[config.mk]
export PLATFORM = sky130hd
export DESIGN_NAME = ciff_header_validator
export DESIGN_NICKNAME = d
export VERILOG_FILES = /design/src/hdl/ciffv_pkg.sv /design/src/hdl/ciffv_front.sv /design/src/hdl/ciffv_fifo.sv /design/src/hdl/ciffv_back.sv /design/src/hdl/ciff_header_validator.sv
export SDC_FILE = /design/constraint.sdc
export NUM_CORES = 2
export LEC_CHECK = 0
export BUFFER_PORTS_ARGS = -buffer_cell sky130_fd_sc_hd__buf_4
export CAP_MARGIN = 15
export CORE_ASPECT_RATIO = 1.75
export CORE_MARGIN = 1.5
export CORE_UTILIZATION = 64
export DETAILED_ROUTE_END_ITERATION = 10
export PLACE_DENSITY = 0.81
export SKIP_LAST_GASP = 1
export SYNTH_ARGS = -nofsm -noshare
export SYNTH_HDL_FRONTEND = slang
export SYNTH_HIERARCHICAL = 1
export SYNTH_SLANG_ARGS = --single-unit
export TNS_END_PERCENT = 20
[constraint.sdc]
create_clock -name i_clk -period 16.2 [get_ports i_clk]
set_input_delay 3.24 -clock i_clk [delete_from_list [all_inputs] [get_ports i_clk]]
set_output_delay 3.24 -clock i_clk [all_outputs]
set_load 0.01 [all_outputs]
[src/hdl/ciffv_pkg.sv]
// Shared types and constants for the CIFF header validator.
`timescale 1ns / 1ps

package ciffv_pkg;

    // status codes of a finished header
    localparam logic [2:0] ST_OK    = 3'd0;
    localparam logic [2:0] ST_MAGIC = 3'd1;
    localparam logic [2:0] ST_SIZE  = 3'd2;
    localparam logic [2:0] ST_TRUNC = 3'd3;
    localparam logic [2:0] ST_NLTAG = 3'd4;

    // byte framing
    localparam logic [4:0] MAGIC_LAST = 5'd3;
    localparam logic [4:0] SIZE_END   = 5'd12;
    localparam logic [4:0] WIDTH_END  = 5'd20;
    localparam logic [4:0] FIXED_LAST = 5'd27;
    localparam logic [7:0] CH_NL      = 8'h0A;
    localparam logic [7:0] CH_NUL     = 8'h00;
    localparam logic [7:0] MAGIC [4]  = '{8'h43, 8'h49, 8'h46, 8'h46};

    // front-to-back queue
    localparam int QDEPTH = 2;

    // one finished header, as the front hands it to the back
    typedef struct packed {
        logic        magic_err;  // magic mismatch seen at the fourth byte
        logic        checked;    // all fixed bytes came, size check owed
        logic        nltag;      // newline seen inside a tag
        logic        trunc;      // ended before the tag section or inside a tag
        logic [63:0] data_size;
        logic [63:0] image_width;
        logic [63:0] image_height;
        logic [15:0] caption_length;
        logic [15:0] tag_count;
    } t_job;

endpackage

[src/hdl/ciffv_front.sv]
// Byte parser: walks the header bytes and emits one job per header.
`timescale 1ns / 1ps

module ciffv_front #(
    parameter int CNT_W = 16
) (
    input  logic              i_clk,
    input  logic              i_rst_n,
    input  logic              i_valid,
    output logic              o_ready,
    input  logic [7:0]        i_data_byte,
    input  logic              i_last_byte,
    input  logic              i_full,
    output logic              o_push,
    output ciffv_pkg::t_job   o_job
);

    typedef enum logic [1:0] {
        PH_FIXED,
        PH_CAPTION,
        PH_TAGS
    } t_phase;

    t_phase             r_phase, n_phase;
    logic [4:0]         r_pos, n_pos;
    logic [63:0]        r_size, n_size;
    logic [63:0]        r_width, n_width;
    logic [63:0]        r_height, n_height;
    logic               r_magic_ok, n_magic_ok;
    logic               r_magic_err, n_magic_err;
    logic               r_nltag, n_nltag;
    logic               r_tag_open, n_tag_open;
    logic [CNT_W-1:0]   r_caption, n_caption;
    logic [CNT_W-1:0]   r_tags, n_tags;
    logic [2:0]         w_lane;
    logic               w_accept;

    assign o_ready  = !i_full;
    assign w_accept = i_valid && o_ready;
    assign o_push   = w_accept && i_last_byte;
    // byte lane within an 8-byte field: (pos - 4) mod 8
    assign w_lane   = {~r_pos[2], r_pos[1:0]};

    always_comb begin
        n_phase     = r_phase;
        n_pos       = r_pos;
        n_size      = r_size;
        n_width     = r_width;
        n_height    = r_height;
        n_magic_ok  = r_magic_ok;
        n_magic_err = r_magic_err;
        n_nltag     = r_nltag;
        n_tag_open  = r_tag_open;
        n_caption   = r_caption;
        n_tags      = r_tags;
        case (r_phase)
            PH_FIXED: begin
                if (r_pos <= ciffv_pkg::MAGIC_LAST) begin
                    if (i_data_byte != ciffv_pkg::MAGIC[r_pos[1:0]]) begin
                        n_magic_ok = 1'b0;
                    end
                    if (r_pos == ciffv_pkg::MAGIC_LAST && !n_magic_ok) begin
                        n_magic_err = 1'b1;
                    end
                end else if (r_pos < ciffv_pkg::SIZE_END) begin
                    n_size[{w_lane, 3'b000} +: 8] = i_data_byte;
                end else if (r_pos < ciffv_pkg::WIDTH_END) begin
                    n_width[{w_lane, 3'b000} +: 8] = i_data_byte;
                end else begin
                    n_height[{w_lane, 3'b000} +: 8] = i_data_byte;
                end
                if (r_pos >= ciffv_pkg::FIXED_LAST) begin
                    n_phase = PH_CAPTION;
                    n_pos   = '0;
                end else begin
                    n_pos = r_pos + 5'd1;
                end
            end
            PH_CAPTION: begin
                if (i_data_byte == ciffv_pkg::CH_NL) begin
                    n_phase = PH_TAGS;
                end else if (r_caption != '1) begin
                    n_caption = r_caption + 1'b1;
                end
            end
            PH_TAGS: begin
                if (i_data_byte == ciffv_pkg::CH_NUL) begin
                    n_tag_open = 1'b0;
                    if (r_tags != '1) begin
                        n_tags = r_tags + 1'b1;
                    end
                end else begin
                    n_tag_open = 1'b1;
                    if (i_data_byte == ciffv_pkg::CH_NL) begin
                        n_nltag = 1'b1;
                    end
                end
            end
            default: begin
                n_phase = PH_FIXED;
            end
        endcase
    end

    always_comb begin
        o_job.magic_err      = n_magic_err;
        o_job.checked        = (n_phase != PH_FIXED);
        o_job.nltag          = n_nltag;
        o_job.trunc          = (n_phase != PH_TAGS) || n_tag_open;
        o_job.data_size      = n_size;
        o_job.image_width    = n_width;
        o_job.image_height   = n_height;
        o_job.caption_length = 16'(n_caption);
        o_job.tag_count      = 16'(n_tags);
    end

    always_ff @(posedge i_clk) begin
        if (!i_rst_n || o_push) begin
            r_phase     <= PH_FIXED;
            r_pos       <= '0;
            r_size      <= '0;
            r_width     <= '0;
            r_height    <= '0;
            r_magic_ok  <= 1'b1;
            r_magic_err <= 1'b0;
            r_nltag     <= 1'b0;
            r_tag_open  <= 1'b0;
            r_caption   <= '0;
            r_tags      <= '0;
        end else if (w_accept) begin
            r_phase     <= n_phase;
            r_pos       <= n_pos;
            r_size      <= n_size;
            r_width     <= n_width;
            r_height    <= n_height;
            r_magic_ok  <= n_magic_ok;
            r_magic_err <= n_magic_err;
            r_nltag     <= n_nltag;
            r_tag_open  <= n_tag_open;
            r_caption   <= n_caption;
            r_tags      <= n_tags;
        end
    end

`ifndef ASSERT_OFF
    a_restart: assert property (@(posedge i_clk) disable iff (!i_rst_n)
        o_push |=> (r_pos == '0 && r_phase == PH_FIXED && r_magic_ok))
        else $error("front did not restart after the final byte");
`endif

endmodule

[src/hdl/ciffv_fifo.sv]
// Short job queue between parser and checker.
`timescale 1ns / 1ps

module ciffv_fifo (
    input  logic              i_clk,
    input  logic              i_rst_n,
    input  logic              i_push,
    input  ciffv_pkg::t_job   i_job,
    output logic              o_full,
    input  logic              i_pop,
    output ciffv_pkg::t_job   o_job,
    output logic              o_avail
);

    localparam int PTR_W = (ciffv_pkg::QDEPTH > 1) ? $clog2(ciffv_pkg::QDEPTH) : 1;
    localparam int CNT_W = $clog2(ciffv_pkg::QDEPTH + 1);
    localparam logic [CNT_W-1:0] DEPTH_C = CNT_W'(ciffv_pkg::QDEPTH);
    localparam logic [PTR_W-1:0] LAST_C  = PTR_W'(ciffv_pkg::QDEPTH - 1);

    ciffv_pkg::t_job   r_mem [ciffv_pkg::QDEPTH];
    logic [PTR_W-1:0]  r_wr;
    logic [PTR_W-1:0]  r_rd;
    logic [CNT_W-1:0]  r_cnt;

    assign o_full  = (r_cnt == DEPTH_C);
    assign o_avail = (r_cnt != '0);
    assign o_job   = r_mem[r_rd];

    always_ff @(posedge i_clk) begin
        if (i_push) begin
            r_mem[r_wr] <= i_job;
        end
    end

    always_ff @(posedge i_clk) begin
        if (!i_rst_n) begin
            r_wr  <= '0;
            r_rd  <= '0;
            r_cnt <= '0;
        end else begin
            if (i_push) begin
                r_wr <= (r_wr == LAST_C) ? '0 : r_wr + 1'b1;
            end
            if (i_pop) begin
                r_rd <= (r_rd == LAST_C) ? '0 : r_rd + 1'b1;
            end
            if (i_push && !i_pop) begin
                r_cnt <= r_cnt + 1'b1;
            end else if (i_pop && !i_push) begin
                r_cnt <= r_cnt - 1'b1;
            end
        end
    end

`ifndef ASSERT_OFF
    a_no_overflow: assert property (@(posedge i_clk) disable iff (!i_rst_n)
        !(i_push && o_full))
        else $error("job pushed into a full queue");
    a_no_underflow: assert property (@(posedge i_clk) disable iff (!i_rst_n)
        !(i_pop && !o_avail))
        else $error("job popped from an empty queue");
`endif

endmodule

[src/hdl/ciffv_back.sv]
// Size checker and result register: runs width*height*3 on a shared multiplier.
`timescale 1ns / 1ps

module ciffv_back (
    input  logic                 i_clk,
    input  logic                 i_rst_n,
    input  ciffv_pkg::t_job      i_job,
    input  logic                 i_avail,
    output logic                 o_pop,
    output logic                 o_valid,
    input  logic                 i_ready,
    output logic [2:0]           o_status,
    output logic signed [63:0]   o_content_size,
    output logic signed [63:0]   o_image_width,
    output logic signed [63:0]   o_image_height,
    output logic [15:0]          o_caption_length,
    output logic [15:0]          o_tag_count
);

    typedef enum logic [2:0] {
        S_IDLE,
        S_MUL0,
        S_MUL1,
        S_MUL2,
        S_SUM,
        S_CMP
    } t_state;

    t_state            r_state;
    ciffv_pkg::t_job   r_job;
    ciffv_pkg::t_job   r_out;
    logic [2:0]        r_status;
    logic              r_valid;
    logic [63:0]       r_p0;
    logic [31:0]       r_p1;
    logic [31:0]       r_p2;
    logic [63:0]       r_prod;
    logic [31:0]       w_a;
    logic [31:0]       w_b;
    logic [63:0]       w_mul;
    logic              w_free;
    logic              w_emit;
    logic              w_mismatch;
    ciffv_pkg::t_job   w_src;

    function automatic logic [2:0] f_status(input ciffv_pkg::t_job j, input logic mis);
        logic [2:0] s;
        if (j.magic_err) begin
            s = ciffv_pkg::ST_MAGIC;
        end else if (j.checked && mis) begin
            s = ciffv_pkg::ST_SIZE;
        end else if (j.nltag) begin
            s = ciffv_pkg::ST_NLTAG;
        end else if (j.trunc) begin
            s = ciffv_pkg::ST_TRUNC;
        end else begin
            s = ciffv_pkg::ST_OK;
        end
        return s;
    endfunction

    // one 32x32 multiplier, operands picked by step
    always_comb begin
        case (r_state)
            S_MUL1: begin
                w_a = r_job.image_width[31:0];
                w_b = r_job.image_height[63:32];
            end
            S_MUL2: begin
                w_a = r_job.image_width[63:32];
                w_b = r_job.image_height[31:0];
            end
            default: begin
                w_a = r_job.image_width[31:0];
                w_b = r_job.image_height[31:0];
            end
        endcase
    end
    assign w_mul = 64'(w_a) * 64'(w_b);

    assign w_mismatch = (r_job.data_size != (r_prod + {r_prod[62:0], 1'b0}));
    assign w_free     = !r_valid || i_ready;
    assign o_pop      = (r_state == S_IDLE) && i_avail && (i_job.checked || w_free);
    assign w_emit     = (o_pop && !i_job.checked) || (r_state == S_CMP && w_free);
    assign w_src      = (r_state == S_CMP) ? r_job : i_job;

    always_ff @(posedge i_clk) begin
        if (!i_rst_n) begin
            r_state <= S_IDLE;
            r_valid <= 1'b0;
        end else begin
            r_valid <= w_emit || (r_valid && !i_ready);
            if (w_emit) begin
                r_out    <= w_src;
                r_status <= f_status(w_src, (r_state == S_CMP) && w_mismatch);
            end
            case (r_state)
                S_IDLE: begin
                    if (o_pop && i_job.checked) begin
                        r_job   <= i_job;
                        r_state <= S_MUL0;
                    end
                end
                S_MUL0: begin
                    r_p0    <= w_mul;
                    r_state <= S_MUL1;
                end
                S_MUL1: begin
                    r_p1    <= w_mul[31:0];
                    r_state <= S_MUL2;
                end
                S_MUL2: begin
                    r_p2    <= w_mul[31:0];
                    r_state <= S_SUM;
                end
                S_SUM: begin
                    r_prod  <= r_p0 + {r_p1 + r_p2, 32'b0};
                    r_state <= S_CMP;
                end
                S_CMP: begin
                    if (w_free) begin
                        r_state <= S_IDLE;
                    end
                end
                default: begin
                    r_state <= S_IDLE;
                end
            endcase
        end
    end

    assign o_valid          = r_valid;
    assign o_status         = r_status;
    assign o_content_size   = r_out.data_size;
    assign o_image_width    = r_out.image_width;
    assign o_image_height   = r_out.image_height;
    assign o_caption_length = r_out.caption_length;
    assign o_tag_count      = r_out.tag_count;

`ifndef ASSERT_OFF
    a_busy_checked: assert property (@(posedge i_clk) disable iff (!i_rst_n)
        (r_state != S_IDLE) |-> r_job.checked)
        else $error("checker busy on a job that needs no size check");
    a_start_popped: assert property (@(posedge i_clk) disable iff (!i_rst_n)
        (r_state == S_MUL0) |-> $past(o_pop))
        else $error("size check started without a queue pop");
    a_emit_shows: assert property (@(posedge i_clk) disable iff (!i_rst_n)
        w_emit |=> r_valid)
        else $error("result written but not presented");
`endif

endmodule

[src/hdl/ciff_header_validator.sv]
// Top level of the CIFF header validator: parser, job queue, size checker.
//
//  channel | dir | handshake                  | payload
//  --------+-----+----------------------------+------------------------------------------
//  in      | in  | i_in_valid / o_in_ready    | i_data_byte[7:0], i_last_byte
//  out     | out | o_out_valid / i_out_ready  | o_status[2:0], o_content_size[63:0],
//          |     |                            | o_image_width, o_image_height,
//          |     |                            | o_caption_length[15:0], o_tag_count[15:0]
//
//  One byte transfer per cycle while o_in_ready is high; each byte is a registered state
//  update in the parser. A header that reaches its caption takes the checker through its
//  one shared 32x32 multiplier (3 partial products, sum, times-3 compare); shorter headers
//  skip it and go from the job queue straight to the result register.
//  Reset (i_rst_n low, synchronous) empties the queue and the result register; no
//  clearing pass is needed.
//  o_in_ready drops only while the 2-entry job queue is full.
`timescale 1ns / 1ps

module ciff_header_validator #(
    parameter int COUNT_BITS = 16
) (
    input  logic                 i_clk,
    input  logic                 i_rst_n,
    input  logic                 i_in_valid,
    output logic                 o_in_ready,
    input  logic [7:0]           i_data_byte,
    input  logic                 i_last_byte,
    output logic                 o_out_valid,
    input  logic                 i_out_ready,
    output logic [2:0]           o_status,
    output logic signed [63:0]   o_content_size,
    output logic signed [63:0]   o_image_width,
    output logic signed [63:0]   o_image_height,
    output logic [15:0]          o_caption_length,
    output logic [15:0]          o_tag_count
);

    // counters saturate at min(2^COUNT_BITS-1, 65535): all-ones of this width
    localparam int CNT_W = (COUNT_BITS < 16) ? COUNT_BITS : 16;

    ciffv_pkg::t_job  w_push_job;
    ciffv_pkg::t_job  w_head_job;
    logic             w_push;
    logic             w_full;
    logic             w_pop;
    logic             w_avail;

    // parser: consumes bytes, pushes one job per header on the final byte
    ciffv_front #(
        .CNT_W (CNT_W)
    ) u_front (
        .i_clk       (i_clk),
        .i_rst_n     (i_rst_n),
        .i_valid     (i_in_valid),
        .o_ready     (o_in_ready),
        .i_data_byte (i_data_byte),
        .i_last_byte (i_last_byte),
        .i_full      (w_full),
        .o_push      (w_push),
        .o_job       (w_push_job)
    );

    // decouples the byte stream from the stepped size check
    ciffv_fifo u_fifo (
        .i_clk   (i_clk),
        .i_rst_n (i_rst_n),
        .i_push  (w_push),
        .i_job   (w_push_job),
        .o_full  (w_full),
        .i_pop   (w_pop),
        .o_job   (w_head_job),
        .o_avail (w_avail)
    );

    // checker: resolves size check and error priority, holds the result
    ciffv_back u_back (
        .i_clk            (i_clk),
        .i_rst_n          (i_rst_n),
        .i_job            (w_head_job),
        .i_avail          (w_avail),
        .o_pop            (w_pop),
        .o_valid          (o_out_valid),
        .i_ready          (i_out_ready),
        .o_status         (o_status),
        .o_content_size   (o_content_size),
        .o_image_width    (o_image_width),
        .o_image_height   (o_image_height),
        .o_caption_length (o_caption_length),
        .o_tag_count      (o_tag_count)
    );

endmodule
# == After elaboration in Yosys (flattened, before gate mapping) ==
# Memories as Yosys holds them, arrays and structs flattened. A register that Yosys moved wholly into a read port is not among the register bits.
# Index checks and enable logic that the tools add are counted.
# totals
regBits,890
mem_count,1
input_bits,13
ramBits,456
out_inout_bits,229
# op_classes
add_sub_neg,11
magnitude_cmp,5
n_eq_ne,17
n_shift,2
bitwise,2
n_reduce_logical,43
n_mul,1
mux,55
# mem_list
memory,depth,word_bits,read_ports,rd_ports_with_merged_regs,wr,line_no,rtl
u_fifo.r_mem,2,228,1,1,1,ciffv_fifo.sv:20,ciffv_pkg::t_job r_mem [ciffv_pkg::QDEPTH];
# op_table
operator,n
2-to-1 mux 64 bit,11
2-to-1 mux 228 bit,1
bitwise mux 64 bit,3
adder 64 bit,2
2-to-1 mux 16 bit,6
multiplier 32 x 32 -> 64 bit,1
2-to-1 mux 32 bit,2
inequality test 64 bit,1
variable shift 8 x 8 -> 64 bit (first input constant),1
variable part select 8 x 8 -> 64 bit,1
adder 16 x 1 -> 16 bit (second input constant),2
adder 32 bit,1
inequality test 16 bit (second input constant),2
case mux 3 bit (6 select lines),1
2-to-1 mux 1 bit,17
binary-select mux 8 bit (select 2 bit),1
2-to-1 mux 8 bit,2
AND reduction 2 bit,7
logical AND 1 bit,13
2-to-1 mux 2 bit,6
2-to-1 mux 3 bit,3
equality test 8 x 4 -> 1 bit (second input constant),1
logical NOT 1 bit,8
logical NOT 8 bit,1
other kinds (29),42

# == Depth between registers and ports, before layout ==
# depth
ltp_word,13
ltp_mapped,33

# == By module ==
# The synthesis kept the hierarchy.
# by_module_without_submodules
module,seq_area_each_um2,area_each_um2,instances,cells_per_inst
ciffv_back,19508.7,63696.1,1,5933
ciffv_fifo,13793.2,16757.3,1,731
ciffv_front,4704.5,12316.8,1,1476

# == Worst setup path after synthesis ==
# OpenSTA, ideal clock, no wires.
# synth_timing
path_kind,input port to flip-flop
from,input i_in_valid
to,register u_fifo.r_wr
n_path_buf,0
slack_ns,1.559
cell_stages,5
t_arrival_ns,14.536
setup_ns,0.105
cell_sequence,nor2b_1 nand2_1 inv_1 nor2b_1 o21a_1
# synth_via
elab_chain_cells,2
# synth_lines
element,line_no,rtl
start: declaration,ciff_header_validator.sv:24,"input logic i_in_valid,"
logical AND 1 bit,ciffv_front.sv:39,assign w_accept = i_valid && o_ready;
logical AND 1 bit,ciffv_front.sv:40,assign o_push = w_accept && i_last_byte;
named net w_push,ciff_header_validator.sv:43,logic w_push;
end signal: assignment,ciffv_fifo.sv:42,r_wr <= (r_wr == LAST_C) ? '0 : r_wr + 1'b1;
end: declaration,ciffv_fifo.sv:21,logic [PTR_W-1:0] r_wr;
# The timed path passes the listed nets, and every way through them passes these cells.
# A chain may end at the register's enable or synchronous reset.

# == Final worst setup path ==
# layout_timing
from,register u_back.r_state[1]
to,"register u_back.r_p0[60], data pin"
# layout_via
elab_chain_cells,3
word_cells_on_any_way,5
# layout_lines
element,line_no,rtl
start: declaration,ciffv_back.sv:29,t_state r_state;
start signal: assignment,ciffv_back.sv:89,r_state <= S_IDLE;
start signal: assignment,ciffv_back.sv:101,r_state <= S_MUL0;
start signal: assignment,ciffv_back.sv:106,r_state <= S_MUL1;
equality test 3 x 2 -> 1 bit,ciffv_back.sv:64,case (r_state)
2-to-1 mux 32 bit,ciffv_back.sv:64,
multiplier 32 x 32 -> 64 bit (*),ciffv_back.sv:79,assign w_mul = 64'(w_a) * 64'(w_b);
named net u_back.w_mul[60],ciffv_back.sv:40,logic [63:0] w_mul;
end signal: assignment,ciffv_back.sv:105,r_p0 <= w_mul;
end: declaration,ciffv_back.sv:34,logic [63:0] r_p0;
# Mark *: on every way through the listed nets, which the timed path passes. The rest lies on a longest branch.

==> results <==
- The number of global-route vias before repair was 68,800.
- The number of rows in the core area is 184.
- In this run, CTS created clock tree buffers numbering 114.
- The detail route stage leaves a number of antenna-violating nets equal to 0.
- The maximum count of clock buffers along a single path is 3.
- In the routed layout, each cell is associated on average with a via count of 6.54.
- The flip-flop cell with the highest count after synthesis is edfxtp_1.
- The worst-case setup slack after placement is 5.50 ns.
- The fraction of layout instances using a drive strength above 1 is 0.158.
- The highest net fanout along the worst path is 35.
- The slowest stage cell on the critical path is o21ai_0.
- The total setup buffers inserted after CTS is 0.
- The worst clock skew is 0.0702 ns.
- Clock latency on the worst-skew pair, taken at its later pin, is 0.79 ns.
- The count of clock tree sinks is 1,347.
- The root buffer cell chosen for the clock tree is clkbuf_16.
- The cell count after synthesis is 8,140.
- The sort of element at the start of the critical path is a register.
- Once layout is complete, the utilization of the core stands at 0.699.
- Compared with the post-synthesis result, the final layout area differs by 8.17%.
- The first-pass GRT wire length is 447 mm.
- The count of buffers inserted at the top-level ports is 241.
- The critical path arrival is 11.58 ns.
- For this run, the slowest stage of the critical path takes 1.05 ns.
- Setup violations remaining at the end of the flow were counted as 0.
- The count of hold buffers inserted by post-cts repair is 0.
- Counting flops with a built-in enable in the synthesized netlist gives 1,103.
- Hold is met by 0.397 ns.
- Setup repair after global routing left no endpoint under its margin.
- The worst relative slew slack is 0.0910.
- The achievable frequency is 0.0903 GHz.
- The count of final max-slew check failures is 0.
- The first detailed-routing pass took 8 iterations.
- The routability congestion estimate is 1.03.
- Subtracting the final worst setup slack from the clock period gives 11.08 ns.
- In the global route stage, overall resource usage came out at 0.420.
- The type of the worst setup path is register to register.
- The total area inside the core boundary comes to 144,000 µm².
- After clock tree synthesis, the clock-pin slew on the worst setup and hold paths is 0.07 ns.
- The number of cells upsized or downsized after cts is 0.
- The tightest min-delay check is of the register to register type.
- For this configuration, the core starts out at a cell density of 0.646.
- By area the synthesized netlist is led by edfxtp_1 36%, fa_1 19%, mux2_2 8.2%.
- Of the available clock period, the critical path in the final layout requires 0.684.
- The final layout contains routed wiring with a total length of 310 mm.
- The die covers 147,000 µm².
- The worst setup path is captured at a register.
- In this run, distinct cell masters in the synthesized netlist total 99.
- The final-report hold violation count was 0.
- The synthesized flop and latch total is 1,347.
- The number of H-tree branching levels is 3.
- The flow ran to the end, and the final reports show no timing, DRC or antenna violations.
- The area share of the largest cell type after synthesis is 0.357.
- The total negative setup slack is 0 ns.
- The transition time of the tightest slew-check pin is 1.35 ns.
- Entering global routing, the biggest net connects 153 pins.
- The number of antenna violations at the first check in global routing came to 18.
- The number of maximum-capacitance constraint violations is 0.
- The DRC violation count after routing is 0.
- The combined area of all synthesized cells is 92,800 µm².
- The clock tree from TritonCTS is built.
- For this run the aggregate overflow at the end of global routing stands at 0.
- The fraction of the yosys area taken by sequential cells is 0.410.
- The required time of the critical path is 16.70 ns.
- 242 I/O pins were placed.
- The average instance area after synthesis is 11.4 µm².
- The violation count after the first detailed-routing iteration is 7,010.
- The count of synthesis-stage warnings from yosys is 6.
- The worst path meets setup with 5.12 ns of slack.
- The floorplan step set the die height to 507 µm.
- The largest total area in the synthesized netlist belongs to edfxtp_1.
- The die is 291 µm wide.
- The estimated wirelength of the detail-placed design is 232 mm.
- Counting stages on the worst path, the most repeated cell is fa_1.
- The routed layout has 66,600 vias.
- The number of nets at the end of the flow is 9,525.
- The average wire per cell in the routed design is 30.4 µm.
- Counting every net in the synthesized netlist gives 9,447.
- Counting flops with an async set or reset pin after synthesis yields a share of 0.
## Yosys cell counts (all sizes together) (7+ instances only)
library cell and n:
edfxtp 1103, fa 899, inv 894, nor2 846, nand2 767, mux2 681
ha 395, clkbuf 324, a21oi 289, dfxtp 244, o21ai 228, nand3 193
mux2i 153, xnor2 152, xor2 85, nor3 79, a21o 75, buf 71
nand4 68, nand2b 57, o21a 45, and3 36, and2 32, nor4 32
o21bai 31, nor2b 30, a211oi 27, a31oi 27, or3 25, or2 20
o211ai 19, and4 16, o31ai 15, o2111ai 14, a21boi 11, nand3b 11
o22ai 11, nor4b 10, a211o 9, a22oi 9, or4 8, a2111oi 7
a221oi 7
## cell families (layout without fill, tap and decap cells)
kind of cell    after synthesis  after routing  share of synthesized area
buf+inv                    1289           1467                     0.0546
other cells                   0              6                          0
compound gates              889            889                     0.0601
xor+xnor                    238            238                     0.0226
mux                         834            834                     0.0992
flops                      1347           1347                      0.410
simple gates               2249           2249                      0.107
fa+ha+maj                  1294           1294                      0.247
## per-stage QoR
step	cells	area, µm²
floorplan	8140	92800
global placement	9961	96400
detailed placement	9961	96400
CTS	10200	100000
global route	10200	100000
finish	10200	100000
## path summary, 6_finish.rpt
kind                                        start  slack, ns                 to  depth (start not counted)
worst min-delay path              u_back/r_p0[12]       0.40  u_back/r_prod[12]                          0
worst min register to register    u_back/r_p0[12]       0.40  u_back/r_prod[12]                          0
worst max-delay path            u_back/r_state[1]       5.12    u_back/r_p0[60]                         30
worst max register to register  u_back/r_state[1]       5.12    u_back/r_p0[60]                         30
## worst max-delay path, delay by kind of cell, from the launching register on
family	cells	cell delay (ns)
flip-flops	1	0.52
AND/OR/NAND/NOR	2	0.30
multiplexers	1	0.65
buffers and inverters	7	1.61
XOR/XNOR	1	0.15
adder cells (fa/ha/maj)	9	4.49
AO/OA/AOI/OAI	10	3.00
## registers in the layout (all words and copies together) (netlist names), 32 cells and up, named ones only
| register | count |
|---|---|
| u_back/o_image_width | 64 |
| u_back/r_p0 | 64 |
| u_front/r_size | 64 |
| u_back/r_job | 228 |
| u_back/r_p2 | 32 |
| u_front/r_width | 64 |
| u_fifo/r_mem | 456 |
| u_back/r_p1 | 32 |
| u_back/o_image_height | 64 |
| u_back/r_prod | 64 |
| u_back/o_content_size | 64 |
| u_front/r_height | 64 |
## metal layers
layer | track usage | share of wire | vias to the layer above
met3 | 0.0766 | 0.086 | 1228
li1 | - | - | 27700
met1 | 0.479 | 0.33 | 33600
met2 | 0.697 | 0.48 | 4021
met4 | 0.338 | 0.098 | 14
met5 | 0 | 0.00031 | -
## cells in the final DEF, fill, tap and decap left out, drive strengths merged, types with 244 or more instances in the layout
master	instances
dfxtp	244
inv	900
ha	395
mux2	681
a21oi	289
nand2	767
buf	357
fa	899
nor2	846
edfxtp	1103
## cell type report
type	instances	area, µm²
tap	1860	2330
inverter	894	3360
fill	10000	43300
clock buffer	150	3120
antenna	6	15.0
sequential	1347	38000
timing repair buffer	357	2710
multi-input combinational	5504	50000
clock inverter	66	831
Power is left out: the tool's default activity adds up to more than one toggle a clock period on the data nets, which glitch-free logic cannot reach.
